--- src/hw/rtl/ibacc_pkg.sv ---
package ibacc_pkg;

	localparam int WORD_W        = 32;
	localparam int PROD_W        = 2 * WORD_W;
	localparam int FRAC_BITS_DEF = 16;
	localparam int CFG_IDX_W     = 3;

	typedef logic signed [WORD_W-1:0] word_t;
	typedef word_t [2:0]              vec3_t;   // [axis]
	typedef vec3_t [2:0]              mat3_t;   // [column][row]
	typedef logic signed [PROD_W-1:0] prod_t;
	typedef prod_t [2:0]              pvec3_t;
	typedef pvec3_t [2:0]             pmat3_t;  // [column][row]

	localparam word_t WORD_MAX = 32'sh7FFF_FFFF;
	localparam word_t WORD_MIN = 32'sh8000_0000;

	localparam logic [1:0] COL_TRANSLATION = 2'd3;

	typedef enum logic [CFG_IDX_W-1:0] {
		REG_MESH_MIN_X = 3'd0,
		REG_MESH_MIN_Y = 3'd1,
		REG_MESH_MIN_Z = 3'd2,
		REG_MESH_MAX_X = 3'd3,
		REG_MESH_MAX_Y = 3'd4,
		REG_MESH_MAX_Z = 3'd5
	} cfg_reg_t;

	// control travelling alongside each beat
	typedef struct packed {
		logic valid;
		logic first;
		logic last;
	} ctl_t;

endpackage

--- src/hw/rtl/ibacc_merge.sv ---
module ibacc_merge (
	input  logic              clk,
	input  logic              arst_n,
	input  logic              adv,
	input  ibacc_pkg::ctl_t   ctl_s3,
	input  ibacc_pkg::vec3_t  nmin_s3,
	input  ibacc_pkg::vec3_t  nmax_s3,
	output logic              out_valid_q,
	output logic              done_q,
	output ibacc_pkg::vec3_t  box_min_q,
	output ibacc_pkg::vec3_t  box_max_q
);
	import ibacc_pkg::*;

	// the union box doubles as the output payload: it only moves on a new beat
	always_ff @(posedge clk or negedge arst_n) begin
		if (!arst_n) begin
			out_valid_q <= 1'b0;
			done_q      <= 1'b0;
			for (int r = 0; r < 3; r++) begin
				box_min_q[r] <= WORD_MAX;
				box_max_q[r] <= WORD_MIN;
			end
		end else if (adv) begin
			out_valid_q <= ctl_s3.valid;
			if (ctl_s3.valid) begin
				done_q <= ctl_s3.last;
				for (int r = 0; r < 3; r++) begin
					if (ctl_s3.first || $signed(nmin_s3[r]) < $signed(box_min_q[r])) begin
						box_min_q[r] <= nmin_s3[r];
					end
					if (ctl_s3.first || $signed(nmax_s3[r]) > $signed(box_max_q[r])) begin
						box_max_q[r] <= nmax_s3[r];
					end
				end
			end
		end
	end

endmodule

--- config.mk ---
export PLATFORM = sky130hd
export DESIGN_NAME = ibacc_merge
export DESIGN_NICKNAME = d
export VERILOG_FILES = /design/src/hw/rtl/ibacc_pkg.sv /design/src/hw/rtl/ibacc_merge.sv
export SDC_FILE = /design/constraint.sdc
export NUM_CORES = 1
export LEC_CHECK = 0
export ABC_AREA = 1
export CAP_MARGIN = 20
export CORE_UTILIZATION = 29
export DETAILED_ROUTE_END_ITERATION = 10
export DONT_BUFFER_PORTS = 1
export GPL_TIMING_DRIVEN = 1
export SYNTH_ARGS = -nofsm -noshare
export SYNTH_HDL_FRONTEND = slang
export SYNTH_SLANG_ARGS = --single-unit
--- constraint.sdc ---
create_clock -name clk -period 2.1 [get_ports clk]
set_input_delay 0.105 -clock clk [delete_from_list [all_inputs] [get_ports clk]]
set_output_delay 0.105 -clock clk [all_outputs]
set_load 0.01 [all_outputs]
==> out/results.ini <==
[drt]
drt-wirelength-per-cell_um=17.4
ant_nets=0
drc=0
drt_pass1_iterations=6
drtIter0Drc=778
vias=12977
drt_wl_total_um=46700
post_drt_via_cell_ratio=4.83

[worst_setup_path]
crit_type=reg -> reg
slowest_stage=dfstp_2
timing.rr.end=box_min_q[30]
startpoint=box_min_q[27]
crit_buf_inv=4
start_kind=register
reg2reg_from=box_min_q[27]
crit_fanout=6
end_kind=register
slowest_delay_ns=0.53
cp.arrival_ns=2.75
reg2reg_setup_slack_ns=-0.21
worst_path_dominant_cell_family=simple AND/OR/NAND/NOR gates
rr_worst_depth=15
crit_required_ns=2.54
path_cells=inv_1, ha_4, nand2_1, inv_1, nand4_1, nor2_2, nand2_2, nand2_2, nand2_2, nand3_4, nand2_4, buf_12, buf_16, nand2_1, nand2_1

[grt]
grt_pass1_vias=12991
grt_pass1_wl_um=68400
grt_max_degree=195
antenna_found_initial=1
overflow=0
grt_usage_pct=19.4

[clock_tree]
cts_root_buffer=clkbuf_16
cts_tree=built
htree_levels=4
clock_latency_ns=0.51
cts_made_buffers=17
clock-sinks=194
ctsHoldBuffers=196
path_clk_slew_ns=0.08
cts_buffer_depth=2

[sta]
relSlewSlack_pct=63.1
layout_setup_ws_ns=-0.205
rsz0062_at_grt=true
fin_crit_sh_pct=110
fin_crit_ns=2.31
timing.hold.ws_ns=-0.707
tightest_slew_ns=0.553
max_freq_ghz=0.434
final.setup_skew_ns=0.0214
tns_ns=-13.54
hold_viol_final=194
drv_slew=0
setup_viol=164

[logic_synthesis]
netlist_top_cells_area=dfstp_2, dfrtp_1, ha_1
synth_largest_area_cell=dfstp_2
syn_nets=2060
async_reset_ff_share_pct=100
ys_types=29
yosys_warnings=0
synth_edf_count=0
synth-main-ff-cell=dfrtp_1
syn-cell-area_um2=13000
syn_area_per_cell_um2=7.76
synth.top_cell.area_share_pct=19.4
synth-seq-cells=194
ys_seq_area_share_pct=38.3
postSynthCellCount=1673

[die]
coreArea_um2=44200
start_util_pct=29.3
dieHeight_um=214
std_cell_rows=77
io_pins=392
dieWidth_um=214
dieArea_um2=45600

[power]
leakagePower_uw=0.00969
power_density_nw_per_um2=1070
ir_worst_vdd_mv=0.559

[place]
numPortBuffers=0
dpl.hpwl_um=30000
gp_congestion=0.847
dp_cells=2436

[cells_and_area]
area_growth_pct=46.9
final_util_pct=43.1
final_layout_size_suffix_gt1_share_pct=28.0
layoutNonFillerInstCount=2684
final_nets=2465

[run]
cap_violations=0

[run_status]
violations=hold timing, setup timing
status=finished with violations

[worst_hold_path]
hold_class=in -> async

cells in the final DEF, fill, tap and decap left out, types with 6 or more instances in the layout:
cell	instances
inv_1	221
nand4_1	16
a21oi_2	25
nand2_2	76
nand2_1	486
o21a_1	10
o21ai_0	8
dfrtp_1	98
nor2_1	27
nand3_2	8
buf_12	11
ha_1	153
nand3_1	201
dlygate4sd3_1	196
clkbuf_16	22
a21oi_1	66
buf_4	210
inv_2	22
nand2_4	21
o21ai_1	11
nor2_2	12
clkinv_2	6
ha_4	36
buf_6	13
dfstp_2	96
buf_16	6
what timing repair did:
action,CTS,global route
setup buffers,9,2
endpoints found under the hold margin,388,194
cloned,6,6
endpoints found under the setup margin,192,193
resized for setup,73,140
pin swaps,15,33
registers in the layout (all words and copies together) (netlist names):
signal and flops:
box_max_q 96, out_valid_q 1, done_q 1, box_min_q 96
power breakdown:
part	switching, uW	internal (uW)
clock	1660	1700
combinational	5950	4910
sequential	735	5430
total	8350	12000
worst max path at each step:
stage,endpoint,slack [ns],cells past startpoint
final,box_min_q[30],-0.21,15
after detailed placement,box_min_q[9],-0.15,16
after global routing,box_min_q[76],-0.34,14
after global placement,box_min_q[31],-0.13,16
after floorplan,box_max_q[10],0.02,14
after CTS,box_max_q[88],-0.12,14
logic make-up (layout without fill, tap and decap cells):
group           after synthesis  count (layout)  synth area share, %
compound gates              128             128                 5.26
buf+inv                     303             721                 9.78
other cells                   0               1                    0
flops                       194             194                 38.3
simple gates                859             859                 28.4
fa+ha+maj                   189             189                 18.2
final cells by class:
| class | count | area, um^2 |
|---|---|---|
| fill | 4180 | 25200 |
| sequential | 194 | 4970 |
| timing repair buffer | 443 | 4220 |
| multi-input combinational | 1176 | 7640 |
| antenna | 1 | 2.50 |
| tap | 592 | 741 |
| clock inverter | 13 | 106 |
| inverter | 246 | 928 |
| clock buffer | 19 | 454 |
metal layers:
metal	share of wire, %	global-route usage (%)	wire (um)	vias up
met4	3.6	8.62	1680	0
met1	39	21.9	18200	6178
met3	9.3	7.41	4360	129
li1	-	-	-	6167
met2	48	32.5	22400	503
met5	0	0	0	-
through the flow:
stage          power, uW  setup slack [ns]  area (um^2)
3_3_place_gp       14800            -0.125        15200
3_5_place_dp       15100            -0.154        15200
4_1_cts            19500            -0.122        18300
2_1_floorplan      11500            0.0243        13000
6_report           20400            -0.205        19100
5_1_grt            22000            -0.343        19100
Yosys cell counts (3+ instances only):
cell / instances
nand4_1: 16
o21ai_0: 14
clkbuf_1: 18
o21ai_1: 6
inv_2: 11
nand3_1: 206
nand3_2: 4
inv_1: 233
dfstp_2: 96
ha_1: 189
nor3_1: 6
buf_8: 3
nand2_1: 547
nand2_2: 35
buf_6: 3
buf_1: 3
nor2_1: 41
buf_4: 15
buf_2: 15
dfrtp_1: 98
o211ai_1: 3
o21a_1: 10
a21oi_1: 91
a21o_1: 4
Power figures use the tool's default switching activity.
