**config.mk**
```make
export PLATFORM = sky130hd
export DESIGN_NAME = ibacc_reduce
export DESIGN_NICKNAME = d
export VERILOG_FILES = /design/src/hw/rtl/ibacc_pkg.sv /design/src/hw/rtl/ibacc_reduce.sv
export SDC_FILE = /design/constraint.sdc
export NUM_CORES = 2
export LEC_CHECK = 0
export ABC_CLOCK_PERIOD_IN_PS = 800
export BUFFER_PORTS_ARGS = -buffer_cell sky130_fd_sc_hd__buf_2
export CAP_MARGIN = 25
export CORE_AREA = 2 2 562 564
export DETAILED_ROUTE_END_ITERATION = 10
export DIE_AREA = 0 0 564 566
export MAX_ROUTING_LAYER = met4
export PLACE_DENSITY_LB_ADDON = 0.3
export REMOVE_ABC_BUFFERS = 1
export SYNTH_ARGS = -nofsm -noshare
export SYNTH_HDL_FRONTEND = slang
export SYNTH_SLANG_ARGS = --single-unit
```
**constraint.sdc**
```tcl
create_clock -name clk -period 0.8 [get_ports clk]
set_input_delay 0 -clock clk [delete_from_list [all_inputs] [get_ports clk]]
set_output_delay 0 -clock clk [all_outputs]
set_load 0.02 [all_outputs]
```
**src/hw/rtl/ibacc_pkg.sv**
```systemverilog
package ibacc_pkg;

	localparam int WORD_W        = 32;
	localparam int PROD_W        = 2 * WORD_W;
	localparam int FRAC_BITS_DEF = 16;
	localparam int CFG_IDX_W     = 3;

	typedef logic signed [WORD_W-1:0] word_t;
	typedef word_t [2:0]              vec3_t;   // [axis]
	typedef vec3_t [2:0]              mat3_t;   // [column][row]
	typedef logic signed [PROD_W-1:0] prod_t;
	typedef prod_t [2:0]              pvec3_t;
	typedef pvec3_t [2:0]             pmat3_t;  // [column][row]

	localparam word_t WORD_MAX = 32'sh7FFF_FFFF;
	localparam word_t WORD_MIN = 32'sh8000_0000;

	localparam logic [1:0] COL_TRANSLATION = 2'd3;

	typedef enum logic [CFG_IDX_W-1:0] {
		REG_MESH_MIN_X = 3'd0,
		REG_MESH_MIN_Y = 3'd1,
		REG_MESH_MIN_Z = 3'd2,
		REG_MESH_MAX_X = 3'd3,
		REG_MESH_MAX_Y = 3'd4,
		REG_MESH_MAX_Z = 3'd5
	} cfg_reg_t;

	// control travelling alongside each beat
	typedef struct packed {
		logic valid;
		logic first;
		logic last;
	} ctl_t;

endpackage

```
**src/hw/rtl/ibacc_reduce.sv**
```systemverilog
module ibacc_reduce #(
	parameter int FRAC_BITS = ibacc_pkg::FRAC_BITS_DEF
) (
	input  logic              clk,
	input  logic              arst_n,
	input  logic              adv,
	input  ibacc_pkg::ctl_t   ctl_s2,
	input  ibacc_pkg::vec3_t  t_s2,
	input  ibacc_pkg::pmat3_t plo_s2,
	input  ibacc_pkg::pmat3_t phi_s2,
	output ibacc_pkg::ctl_t   ctl_s3,
	output ibacc_pkg::vec3_t  nmin_s3,
	output ibacc_pkg::vec3_t  nmax_s3
);
	import ibacc_pkg::*;

	// shifted product width plus two bits of growth for the four-term sum
	localparam int SUM_W = PROD_W - FRAC_BITS + 2;

	typedef logic signed [SUM_W-1:0] sum_t;

	function automatic word_t sat_word(input sum_t v);
		if (v > sum_t'(WORD_MAX)) begin
			return WORD_MAX;
		end else if (v < sum_t'(WORD_MIN)) begin
			return WORD_MIN;
		end
		return WORD_W'(v);
	endfunction

	sum_t  acc_lo [3];
	sum_t  acc_hi [3];
	vec3_t nmin;
	vec3_t nmax;

	// Corner choice per axis is independent and the sum separates, so the
	// corner extreme is the translation plus the per-column extremes.
	always_comb begin
		sum_t a;
		sum_t b;
		for (int r = 0; r < 3; r++) begin
			acc_lo[r] = sum_t'($signed(t_s2[r]));
			acc_hi[r] = sum_t'($signed(t_s2[r]));
			for (int j = 0; j < 3; j++) begin
				a = sum_t'($signed(plo_s2[j][r]) >>> FRAC_BITS);  // floor
				b = sum_t'($signed(phi_s2[j][r]) >>> FRAC_BITS);
				acc_lo[r] = acc_lo[r] + ((a < b) ? a : b);
				acc_hi[r] = acc_hi[r] + ((a < b) ? b : a);
			end
			nmin[r] = sat_word(acc_lo[r]);
			nmax[r] = sat_word(acc_hi[r]);
		end
	end

	always_ff @(posedge clk or negedge arst_n) begin
		if (!arst_n) begin
			ctl_s3 <= '0;
		end else if (adv) begin
			ctl_s3 <= ctl_s2;
		end
	end

	always_ff @(posedge clk) begin
		if (adv) begin
			nmin_s3 <= nmin;
			nmax_s3 <= nmax;
		end
	end

endmodule

```
==> impl.org <==
** Global route
- The initial antenna violation count is 130.
- Entering global routing, the biggest net connects between 60 and 70 pins.
- The layer flagged by global routing as most heavily used is met2.
- Met3 Usage GRT :: approximately 3.6%
- Global-route usage over all layers :: 20.80%
- The total overflow left after global routing is 0.
- Number of global-route vias before repair :: approximately 70k
- For this run, global-route usage on met2 was measured as about a third.
- Global routing consumed, on the met1 layer, about 25% of the routing resources.
- The first global-routing pass estimated roughly 470 mm of wire.

** Floorplanning
- Core Box Area :: roughly 310000 um^2
- During I/O placement, the number of pins put on the boundary was about 1.4k.
- Row count :: between 200 and 250
- Vertical extent of the die :: approximately 570 um
- The initial utilization of the core area, before any placement, comes to 20.00%.
- The floorplan step set the die width to approximately 560 um.
- Area of the die :: ~320000 um^2

** Power
- Peak supply drop :: 3214 uV
- Portion of total power attributed to sequential cells :: 5.6%
- Combinational logic burns 92.1% of the power.
- Cell internal power was estimated by the tool at about 250000 uW.
- In this run switching power makes up roughly half of total power.
- Leakage dissipation :: 0.05134 uW
- Power per cell area :: roughly 4900 nW/um^2
- The clock network is responsible for 2.3% of the overall power.
- Switching power total :: 249200 uW

** Place
- Number of cells after detailed placement :: around 15k
- The congestion estimate from routability-driven global placement came to approximately 1.0.
- Input and output buffers added on the ports amount to ~1.2k.
- Detailed Place HPWL :: between 200 and 300 mm
- At the placement stage, the worst setup path has a slack of -8.431 ns.

** Synthesis
- In this run, synthesis inferred between 150 and 200 flip-flops with an integrated enable.
- Yosys warns :: 0
- Dividing the synthesized area by the synthesized cell count gives 8.417 um^2.
- Counting every instance in the synthesized netlist gives approximately 7.4k.
- After synthesis, the share of flip-flops with an asynchronous set or reset is ~1.5%.
- Sequential cells were found to cover 9.316% of the synthesized design area.
- Summing every instance area after synthesis gives around 63000 um^2.
- Prevailing post-synth register cell :: sky130_fd_sc_hd__edfxtp_1
- After synthesis the netlist holds a flip-flop and latch count of just under 200.
- Count of unique library cells instantiated by Yosys :: 91

** Worst setup path
- Broken down by cell family, the worst path's largest delay share belongs to compound AO/OA/AOI/OAI gates.
- Worst Setup Start Kind :: input pin
- Number of buffers and inverters on the critical path :: 9
- Largest stage delay on the critical path :: approximately 0.55 ns
- Arrival time at the worst endpoint :: roughly 8.4 ns
- By startpoint and endpoint, the worst setup path is classified as input pin to flop.
- Data required time of the worst path :: ~1.2 ns
- Endpoint class of the critical path :: flop
- Of all nets on the critical path, the largest fanout is 8.
- The slowest stage of the critical path is the sky130_fd_sc_hd__fa_1 cell.

** Layout
- Ratio of cells with drive above 1 in the final layout :: about 46%
- Area growth, synth to finish :: 61.11%
- Post-layout instance count excluding filler cells :: between 15k and 20k
- The library cell used most frequently in the layout, excluding fill and tap cells, is sky130_fd_sc_hd__buf_4.
- Net count reported at finish :: between 10k and 15k
- Most used cells in the layout excluding fill and tap cells :: 2594 x sky130_fd_sc_hd__buf_4, 1473 x sky130_fd_sc_hd__inv_1, 1063 x sky130_fd_sc_hd__buf_2

** Drt
- Mean number of vias per cell :: 4.465
- Wire length per cell :: roughly 22 um
- Starting DRT DRC Count :: between 4k and 5k
- The first TritonRoute pass finished after 7 iterations.
- Count of nets left with antenna violations after detail routing :: 0
- In the routed design, unresolved DRC markers number 0.
- For this block, the routed nets add up to 339.3 mm of wire.
- Via count :: 68.94k

** Clock tree
- H-tree levels :: 4
- Clock sink total :: 195
- CTS placed an instance of sky130_fd_sc_hd__clkbuf_16 at the clock tree root.
- TritonCTS built the clock tree.
- Clock-pin slew was measured on the worst setup and hold paths at ~0.080 ns.
- The longest clock path from root to sink contains 3 buffers.
- TritonCTS created 25 clock buffers.
- Clock insertion delay at the later pin of the skew report :: 0.58 ns

** Hold path
- The tightest min-delay check is of the input pin to flop type.

** Flow run
- Max-cap violations in this run came to 0.

** STA
- Setup repair after global routing could not meet its margin everywhere.
- Final max-slew violation count :: 0
- The clock arrives with 0 ns of skew.
- At the pin with the least slew margin, the transition time is slightly above 0.9 ns.
- The worst path uses 998.4% of the clock period.
- Count of endpoints failing setup in the final report :: about 390
- Final count of hold timing violations :: 0
- Achievable clock frequency :: between 0.1 and 0.15 GHz
- For the finished layout, the period the worst path requires is between 7 and 8 ns.
- Relative max-transition margin :: a little under two fifths
- PnR worst setup slack :: -7.188 ns

** Outcome
- Run status :: finished with violations
- Violations in the final reports :: negative setup slack
power by group through the flow:
stage | clock (uW) | sequential [uW] | combinational, uW
final | 11600 | 27700 | 459000
after global routing | 12400 | 28100 | 495000
after CTS | 12200 | 27300 | 399000
after detailed placement | 0 | 27400 | 382000
after global placement | 0 | 27600 | 382000
after floorplan | 0 | 28500 | 139000
repair_timing:
| item | in CTS | in global routing |
|---|---|---|
| resized for setup | 203 | 970 |
| hold endpoints to repair | 51 | 0 |
| pin swaps | 65 | 273 |
| setup buffers | 37 | 103 |
| cloned | 8 | 30 |
| hold buffers | 7 | 0 |
| setup endpoints to repair | 387 | 495 |
Yosys cell counts (37+ instances only):
| cell | count | share of area [%] |
|---|---|---|
| sky130_fd_sc_hd__a211oi_1 | 53 | 0.63 |
| sky130_fd_sc_hd__nor2b_1 | 72 | 0.72 |
| sky130_fd_sc_hd__nor2_1 | 234 | 1.4 |
| sky130_fd_sc_hd__inv_1 | 1520 | 9.1 |
| sky130_fd_sc_hd__o211ai_1 | 56 | 0.67 |
| sky130_fd_sc_hd__nand4_1 | 169 | 1.7 |
| sky130_fd_sc_hd__clkbuf_1 | 224 | 1.3 |
| sky130_fd_sc_hd__xnor2_1 | 131 | 1.8 |
| sky130_fd_sc_hd__fa_1 | 582 | 19 |
| sky130_fd_sc_hd__a21o_1 | 272 | 3.3 |
| sky130_fd_sc_hd__o2111ai_1 | 50 | 0.70 |
| sky130_fd_sc_hd__nand2b_1 | 72 | 0.72 |
| sky130_fd_sc_hd__o21bai_1 | 47 | 0.56 |
| sky130_fd_sc_hd__ha_1 | 717 | 14 |
| sky130_fd_sc_hd__o21ai_0 | 297 | 2.4 |
| sky130_fd_sc_hd__nand2_1 | 354 | 2.1 |
| sky130_fd_sc_hd__xor2_1 | 118 | 1.6 |
| sky130_fd_sc_hd__edfxtp_1 | 192 | 9.2 |
| sky130_fd_sc_hd__a21oi_1 | 502 | 4.0 |
| sky130_fd_sc_hd__o21a_1 | 51 | 0.61 |
| sky130_fd_sc_hd__mux2i_1 | 362 | 5.8 |
| sky130_fd_sc_hd__nand3_1 | 144 | 1.1 |
| sky130_fd_sc_hd__a31oi_1 | 37 | 0.37 |
| sky130_fd_sc_hd__nor3_1 | 91 | 0.73 |
| sky130_fd_sc_hd__o221ai_1 | 37 | 0.52 |
| sky130_fd_sc_hd__mux2_2 | 513 | 9.2 |
kinds of logic after synthesis:
family                     synth area share [%]
adders and majority gates                 32.89
xor gates and xnor gates                  3.478
buffers and inverters                     10.80
AOI/OAI and AO/OA                         17.40
and+or+nand+nor                           11.12
DFF                                       9.316
muxes                                     14.99
routing by layer:
| layer | wire, um | share of wire [%] |
|---|---|---|
| met2 | 160600 | 47 |
| met3 | 18480 | 5.4 |
| met4 | 15410 | 4.5 |
| met5 | 0 | 0 |
| met1 | 144800 | 43 |
layout make-up:
cell class              instances  area (um^2)
fillers                     33698       212400
multi-input cells            5464        54250
repair buffers               3922        28920
flip-flops and latches        195         5841
inverters                    1521         5717
well taps                    4160         5205
clock buffers                  25        625.6
diodes                        144        360.3
clock inverters                 8        96.34
registers in the layout, indices dropped and copies added (netlist names):
name     flops
nmax_s3     96
nmin_s3     96
ctl_s3       3
worst min-delay path: cells and delay by family:
family,cells,cell delay (ns)
buf+inv,3,0.45
stage by stage:
stage / setup TNS [ns] / power (uW) / utilization, % / hold slack [ns] / area (um^2)
floorplan: -2451.79 / 167400 / - / -0.2956 / 61630
global placement: -1580.07 / 410000 / 29.65 / -0.2001 / 92920
detailed placement: -1589.76 / 409800 / 29.65 / -0.2010 / 92920
CTS: -1456.24 / 438300 / 30.39 / 0.008054 / 95260
global route: -1425.22 / 535900 / 32.22 / 0.01072 / 101000
finish: -1371.91 / 498400 / 32.23 / 0.04022 / 101000
final timing paths:
path	from	end	slack [ns]	cells after the start
max	phi_s2[209]	nmin_s3[14]$_DFFE_PP_	-7.19	34
min	adv	nmax_s3[11]$_DFFE_PP_	0.04	3
max reg2reg	ctl_s3[2]$_DFFE_PN0P_	ctl_s3[2]$_DFFE_PN0P_	0.04	1
min reg2reg	ctl_s3[0]$_DFFE_PN0P_	ctl_s3[0]$_DFFE_PN0P_	0.51	1
max in group asynchronous	arst_n	ctl_s3[1]$_DFFE_PN0P_	0.35	3
min in group asynchronous	arst_n	ctl_s3[2]$_DFFE_PN0P_	0.30	3
Note: power is estimated with default switching activity, not from simulation.
