### config.mk
export PLATFORM = sky130hd
export DESIGN_NAME = ibacc_cols
export DESIGN_NICKNAME = d
export VERILOG_FILES = /design/src/hw/rtl/ibacc_pkg.sv /design/src/hw/rtl/ibacc_cols.sv
export SDC_FILE = /design/constraint.sdc
export NUM_CORES = 1
export LEC_CHECK = 0
export ABC_AREA = 1
export ABC_CLOCK_PERIOD_IN_PS = 800
export BUFFER_PORTS_ARGS = -buffer_cell sky130_fd_sc_hd__clkbuf_2
export CAP_MARGIN = 0
export CORE_AREA = 3 3 190 192
export CTS_CLUSTER_DIAMETER = 40
export DETAILED_ROUTE_END_ITERATION = 6
export DIE_AREA = 0 0 193 195
export PLACE_DENSITY = 0.73
export SLEW_MARGIN = 20
export SYNTH_ARGS = -nofsm -noshare
export SYNTH_HDL_FRONTEND = slang
export SYNTH_SLANG_ARGS = --single-unit
### constraint.sdc
create_clock -name clk -period 0.8 [get_ports clk]
set_input_delay 0.12 -clock clk [delete_from_list [all_inputs] [get_ports clk]]
set_output_delay 0.12 -clock clk [all_outputs]
set_load 0.02 [all_outputs]
### src/hw/rtl/ibacc_pkg.sv
package ibacc_pkg;

	localparam int WORD_W        = 32;
	localparam int PROD_W        = 2 * WORD_W;
	localparam int FRAC_BITS_DEF = 16;
	localparam int CFG_IDX_W     = 3;

	typedef logic signed [WORD_W-1:0] word_t;
	typedef word_t [2:0]              vec3_t;   // [axis]
	typedef vec3_t [2:0]              mat3_t;   // [column][row]
	typedef logic signed [PROD_W-1:0] prod_t;
	typedef prod_t [2:0]              pvec3_t;
	typedef pvec3_t [2:0]             pmat3_t;  // [column][row]

	localparam word_t WORD_MAX = 32'sh7FFF_FFFF;
	localparam word_t WORD_MIN = 32'sh8000_0000;

	localparam logic [1:0] COL_TRANSLATION = 2'd3;

	typedef enum logic [CFG_IDX_W-1:0] {
		REG_MESH_MIN_X = 3'd0,
		REG_MESH_MIN_Y = 3'd1,
		REG_MESH_MIN_Z = 3'd2,
		REG_MESH_MAX_X = 3'd3,
		REG_MESH_MAX_Y = 3'd4,
		REG_MESH_MAX_Z = 3'd5
	} cfg_reg_t;

	// control travelling alongside each beat
	typedef struct packed {
		logic valid;
		logic first;
		logic last;
	} ctl_t;

endpackage

### src/hw/rtl/ibacc_cols.sv
module ibacc_cols (
	input  logic              clk,
	input  logic              arst_n,
	input  logic              adv,
	input  logic              in_valid,
	input  logic [1:0]        column_index,
	input  ibacc_pkg::vec3_t  coef,
	input  logic              first_of_set,
	input  logic              last_of_set,
	output ibacc_pkg::ctl_t   ctl_s1,
	output ibacc_pkg::vec3_t  t_s1,
	output ibacc_pkg::mat3_t  held_q
);
	import ibacc_pkg::*;

	logic accept;
	assign accept = in_valid && adv;

	// linear columns, written as they arrive; contents undefined until then
	always_ff @(posedge clk) begin
		if (accept && column_index != COL_TRANSLATION) begin
			held_q[column_index] <= coef;
		end
	end

	always_ff @(posedge clk or negedge arst_n) begin
		if (!arst_n) begin
			ctl_s1 <= '0;
		end else if (adv) begin
			ctl_s1.valid <= accept && column_index == COL_TRANSLATION;
			ctl_s1.first <= first_of_set;
			ctl_s1.last  <= last_of_set;
		end
	end

	always_ff @(posedge clk) begin
		if (adv) begin
			t_s1 <= coef;
		end
	end

endmodule

==> results_dict.tcl, run 1 <==
set metrics [dict create \
    crit_required_ns 0.68 \
    place_ws_ns -0.6031 \
    syn-cell-area_um2 11670 \
    ant_nets 0 \
    numPortBuffers 490 \
    io_pins 491 \
    grt_first_pass_wirelength_um 43900 \
    period_share 1.567 \
    rr_worst_depth 2 \
    worst-path-buf-inv 1 \
    grt_pass1_vias 7231 \
    end_kind "output pin" \
    routed-via-count 6955 \
    drc 0 \
    fp.dieH_um 195 \
    via_per_inst 4.467 \
    initialDrtViolationCount 377 \
    r2r_end "ctl_s1[2]" \
    instances_no_fill 1557 \
    synth-xor-area-share 0 \
    power_leakage_nw 7.549 \
    routed_wirelength_um 33410 \
    r2r_setup_slack_ns 0.15 \
    root_buffer "clkbuf_16" \
    area_delta_synth_final_pct 66.46 \
    clockBufferDepth 3 \
    min-delay-start "adv" \
    crit_family "flip-flops" \
    clk_pin_slew_ns 0.06 \
    r2r-start "ctl_s1[2]" \
    fp.dieW_um 193 \
    wl_per_cell_um 21.46 \
    path_class "reg2out" \
    drive_gt1_frac 0.5368 \
    fmax_ghz 0.7975 \
    final-hold-violation-count 0 \
    yosysTopAreaCell "edfxtp_1" \
    cap_violations 0 \
    yosys.area_share.adder 0 \
    fillers 2441 \
    syn_area_per_cell_um2 28.96 \
    synthDistinctLibCells 8 \
    min_to "t_s1[29]" \
    yosys.area_share.simple 0.004609 \
    cp_cell_sequence "buf_6" \
    relSlewSlack 0.7736 \
    coreArea_um2 34540 \
    tritoncts "built" \
    place_inst 1376 \
    synth_cells 403 \
    synth_compound_area_frac 0.0004288 \
    postLayoutSetupSlackWorst_ns -0.4539 \
    tightest_slew_ns 0.3397 \
    start_util 0.3379 \
    synth_top_area_share 0.9879 \
    finalSetupViolations 399 \
    peakVddDrop_mv 1.715 \
    min_period_ns 1.254 \
    ys_seq_elements 387 \
    dieArea_um2 37640 \
    synthesis.nets 507 \
    antenna_found_initial 1 \
    arrival_ns 1.13 \
    violations "negative setup slack" \
    slowest_stage "edfxtp_1" \
    num_rows 68 \
    grt_util_all_layers 0.1552 \
    nNetsFinal 1172 \
    dr.pass1.iters 4 \
    grt_max_degree 50 \
    max_stage_delay_ns 0.44 \
    outcome "complete, but fails checks" \
    hold_path.class "in2reg" \
    dp_hpwl_um 20300 \
    cts_sinks 387 \
    globalRouteOverflowTotal 0 \
    cp-start-kind "flop" \
    seq_area_frac_synth 0.9943 \
    path_max_fanout 1 \
    gp_congestion 0.7918 \
    synth.area.top_cells "edfxtp_1, dfrtp_1, nand2_1" \
    hold_depth 3 \
    ys_warn_count 0 \
    slew_viol_final 0 \
    muxShareOfSynthArea 0 \
    cts_inserted_buffers 42 \
    finClkSkew_ns 0 \
    synth_top_family_by_area "simple AND/OR/NAND/NOR gates" \
    grt_setup_unrepaired "true" \
    pwr_density_cell_nw_per_um2 2420 \
    htreeDepth 2 \
    clock_latency_ns 0.53 \
]
-- registers in the layout, indices dropped and copies added, names as in the netlist --
signal  flops
ctl_s1      3
held_q    288
t_s1       96
-- cells in the final DEF, fill, tap and decap left out --
master         count
buf_6            302
nand2_1            8
buf_4             21
clkinv_4           2
clkbuf_2         107
dlygate4sd3_1    103
clkbuf_1           3
inv_16             1
buf_2             77
clkbuf_4           1
inv_8              2
clkinv_2           8
inv_6              3
inv_1              1
diode_2            1
nor2_4             1
nand2_4            1
dfrtp_1            3
bufinv_16          4
edfxtp_1         384
nand2_8            1
clkbuf_16         43
buf_12             8
clkbuf_8           2
clkinv_8           4
nor3_4             2
o21ai_1            1
clkinv_1           7
clkinvlp_4         1
-- cells by family (layout without fill, tap and decap cells) --
logic type,count (synthesis),after routing
buffers and inverters,2,700
and+or+nand+nor,13,13
other,0,1
AOI/OAI and AO/OA,1,1
DFF,387,387
-- worst max path at each step --
stage	start	to	cells past startpoint
floorplan	in_valid	held_q[0]	2
global placement	column_index[1]	held_q[202]	5
detailed placement	column_index[1]	held_q[274]	5
CTS	held_q[0]	held_q[0]	1
global route	held_q[72]	held_q[72]	1
finish	held_q[88]	held_q[88]	1
-- what timing repair did --
action	CTS	global route
endpoints found under the hold margin	390	0
hold buffers	103	0
buffers inserted	0	0
endpoints found under the setup margin	408	387
gates resized for setup	5	1002
-- power breakdown --
part,internal (mW),total [mW],leakage (nW),switching (mW)
clock network,11.3,19.2,0.694,7.87
registers,23.3,23.7,3.59,0.419
logic,1.88,4.11,3.26,2.23
total,36.5,47.0,7.55,10.5
-- final cells by class --
cell class,count,area [µm²],area share
flip-flops and latches,387,11610,0.5973
repair buffers,621,5705,0.2936
clock buffers,46,1087,0.05596
well taps,455,569.3,0.02930
clock inverters,31,325.3,0.01674
multi-input cells,14,110.1,0.005667
inverters,2,23.77,0.001224
diodes,1,2.502,0.0001288
-- metrics by stage --
step / power (mW) / hold WS [ns] / area [µm²] / TNS [ns] / utilization
final: 47.02 / 0.1820 / 19430 / -152.18 / 0.5625
after global routing: 48.55 / 0.1641 / 19430 / -172.40 / 0.5624
after CTS: 46.38 / 0.1430 / 17540 / -168.06 / 0.5077
after detailed placement: 26.86 / -0.08002 / 15070 / -170.79 / 0.4364
after global placement: 26.80 / -0.07854 / 15070 / -165.45 / 0.4364
after floorplan: 25.21 / -0.1756 / 11740 / -524.18 / -
-- Yosys cell counts, drive strengths merged --
library cell,n
inv,2
edfxtp,384
o21ai,1
nand2,10
dfrtp,3
nor3,2
nor2,1
-- layer usage --
metal	GRT usage	routed length, µm	vias up
met1	0.1739	11580	3451
li1	-	-	2987
met2	0.2666	17210	438
met4	0.07045	1179	0
met5	0	0	-
met3	0.05314	3443	79
(Power assumes the default switching activity.)
==> inputs of run 2 (changes only) <==
Settings changed: MAX_ROUTING_LAYER set to met4.
==> run 2 against run 1 <==
- the flow still finishes with violations (negative setup slack)
- cell count is the same
- largest cell class unchanged
- fmax fell by 0.44%
- utilization did not move
- global-route usage increased by 0.47 points
- sequential power about the same
- register-to-register slack about the same
==> results_dict.tcl, run 2 (synthesis gave the netlist of run 1 again) <==
set metrics [dict create \
    initialDrtViolationCount 385 \
    grt_setup_unrepaired "true" \
    via_per_inst 4.442 \
    nNetsFinal 1172 \
    top_register "held_q" \
    grt_pass1_vias 7272 \
    start_util 0.3379 \
    power_leakage_nw 7.549 \
    globalRouteOverflowTotal 0 \
    ant_nets 0 \
    clockBufferDepth 3 \
    drive_gt1_frac 0.5368 \
    slew_viol_final 0 \
    max_stage_delay_ns 0.44 \
    final-hold-violation-count 0 \
    busiest_layer "met2" \
    dp_hpwl_um 20300 \
    fin_util 0.5625 \
    root_buffer "clkbuf_16" \
    power_mw 47.04 \
    grt_util_all_layers 0.1599 \
    gp_congestion 0.8030 \
    postLayoutSetupSlackWorst_ns -0.4595 \
    place_ws_ns -0.6031 \
    cp-start-kind "flop" \
    min-delay-start "adv" \
    r2r-start "ctl_s1[2]" \
    pwr_density_cell_nw_per_um2 2421 \
    relSlewSlack 0.7724 \
    routed-via-count 6916 \
    largest_reg_flops 288 \
    routed_wirelength_um 33460 \
    grt_max_degree 50 \
    cts_setup_buffers 0 \
    cp_cell_sequence "buf_6" \
    rr_worst_depth 2 \
    violations "negative setup slack" \
    finClkSkew_ns 0 \
    period_share 1.574 \
    cap_violations 0 \
    htreeDepth 2 \
    path_max_fanout 1 \
    worst-path-buf-inv 1 \
    place_inst 1376 \
    outcome "complete, but fails checks" \
    end_kind "output pin" \
    finalSetupViolations 396 \
    fp.dieW_um 193 \
    cts_sinks 387 \
    peakVddDrop_mv 1.696 \
    grt_first_pass_wirelength_um 43670 \
    io_pins 491 \
    drc 0 \
    fmax_ghz 0.7939 \
    setup-tns-final_ns -152.24 \
    hold_depth 3 \
    grtUsageMet1 0.1773 \
    min_period_ns 1.260 \
    area_delta_synth_final_pct 66.46 \
    hold_path.class "in2reg" \
    layout_common_cells "edfxtp_1, buf_6, clkbuf_2" \
    clk_pin_slew_ns 0.06 \
    arrival_ns 1.14 \
    crit_family "flip-flops" \
    coreArea_um2 34540 \
    tightest_slew_ns 0.3415 \
    clock_latency_ns 0.53 \
    cts_inserted_buffers 42 \
    slowest_stage "edfxtp_1" \
    layout_commonest_cell "edfxtp_1" \
    use_met2 0.2661 \
    r2r_setup_slack_ns 0.15 \
    min_to "t_s1[26]" \
    numPortBuffers 490 \
    crit_required_ns 0.68 \
    met3_usage 0.04865 \
    wl_per_cell_um 21.49 \
    reg_top3 "held_q (288), t_s1 (96), ctl_s1 (3)" \
    num_rows 68 \
    instances_no_fill 1557 \
    antenna_found_initial 1 \
    dieArea_um2 37640 \
    tritoncts "built" \
    r2r_end "ctl_s1[2]" \
    dr.pass1.iters 5 \
    path_class "reg2out" \
    fp.dieH_um 195 \
]
## run 2: per-layer routing
metal  part of all wire  vias to the layer above
met5                  0                        -
met4              0.035                        0
met3               0.10                       86
met2               0.51                      448
met1               0.35                     3397
li1                   -                     2985
## run 2: repair_timing
item                       4_1_cts  5_1_grt
resized for setup                5     1011
hold endpoints to repair       390        0
setup endpoints to repair      408      387
hold buffers                   103        0
## run 2: per-stage QoR
stage / cell area, µm² / hold WS [ns]
5_1_grt: 19430 / 0.1611
3_3_place_gp: 15070 / -0.07854
6_report: 19430 / 0.1700
2_1_floorplan: 11740 / -0.1756
3_5_place_dp: 15070 / -0.08002
4_1_cts: 17540 / 0.1430
## run 2: cell type report
class / count / area [µm²]
multi-input cells: 14 / 110.1
inverters: 2 / 23.77
flip-flops and latches: 387 / 11610
diodes: 1 / 2.502
repair buffers: 621 / 5705
clock inverters: 31 / 325.3
fillers: 2441 / 15110
clock buffers: 46 / 1087
well taps: 455 / 569.3
## run 2: tightest hold or removal path, cell delays in order
cell   delay [ns]
buf_4        0.13
buf_4        0.16
buf_4        0.16
## run 2: worst max-delay path by stage
stage	slack [ns]	start	cells past startpoint	endpoint
detailed placement	-0.60	column_index[1]	5	held_q[274]
CTS	-0.50	held_q[0]	1	held_q[0]
global route	-0.50	held_q[72]	1	held_q[72]
floorplan	-2.13	in_valid	2	held_q[0]
finish	-0.46	held_q[88]	1	held_q[88]
global placement	-0.60	column_index[1]	5	held_q[202]
## run 2: power by group
group	internal, mW	leakage [nW]	switching, mW
clock	11.3	0.694	7.89
sequential	23.3	3.59	0.417
combinational	1.88	3.26	2.23
total	36.5	7.55	10.5
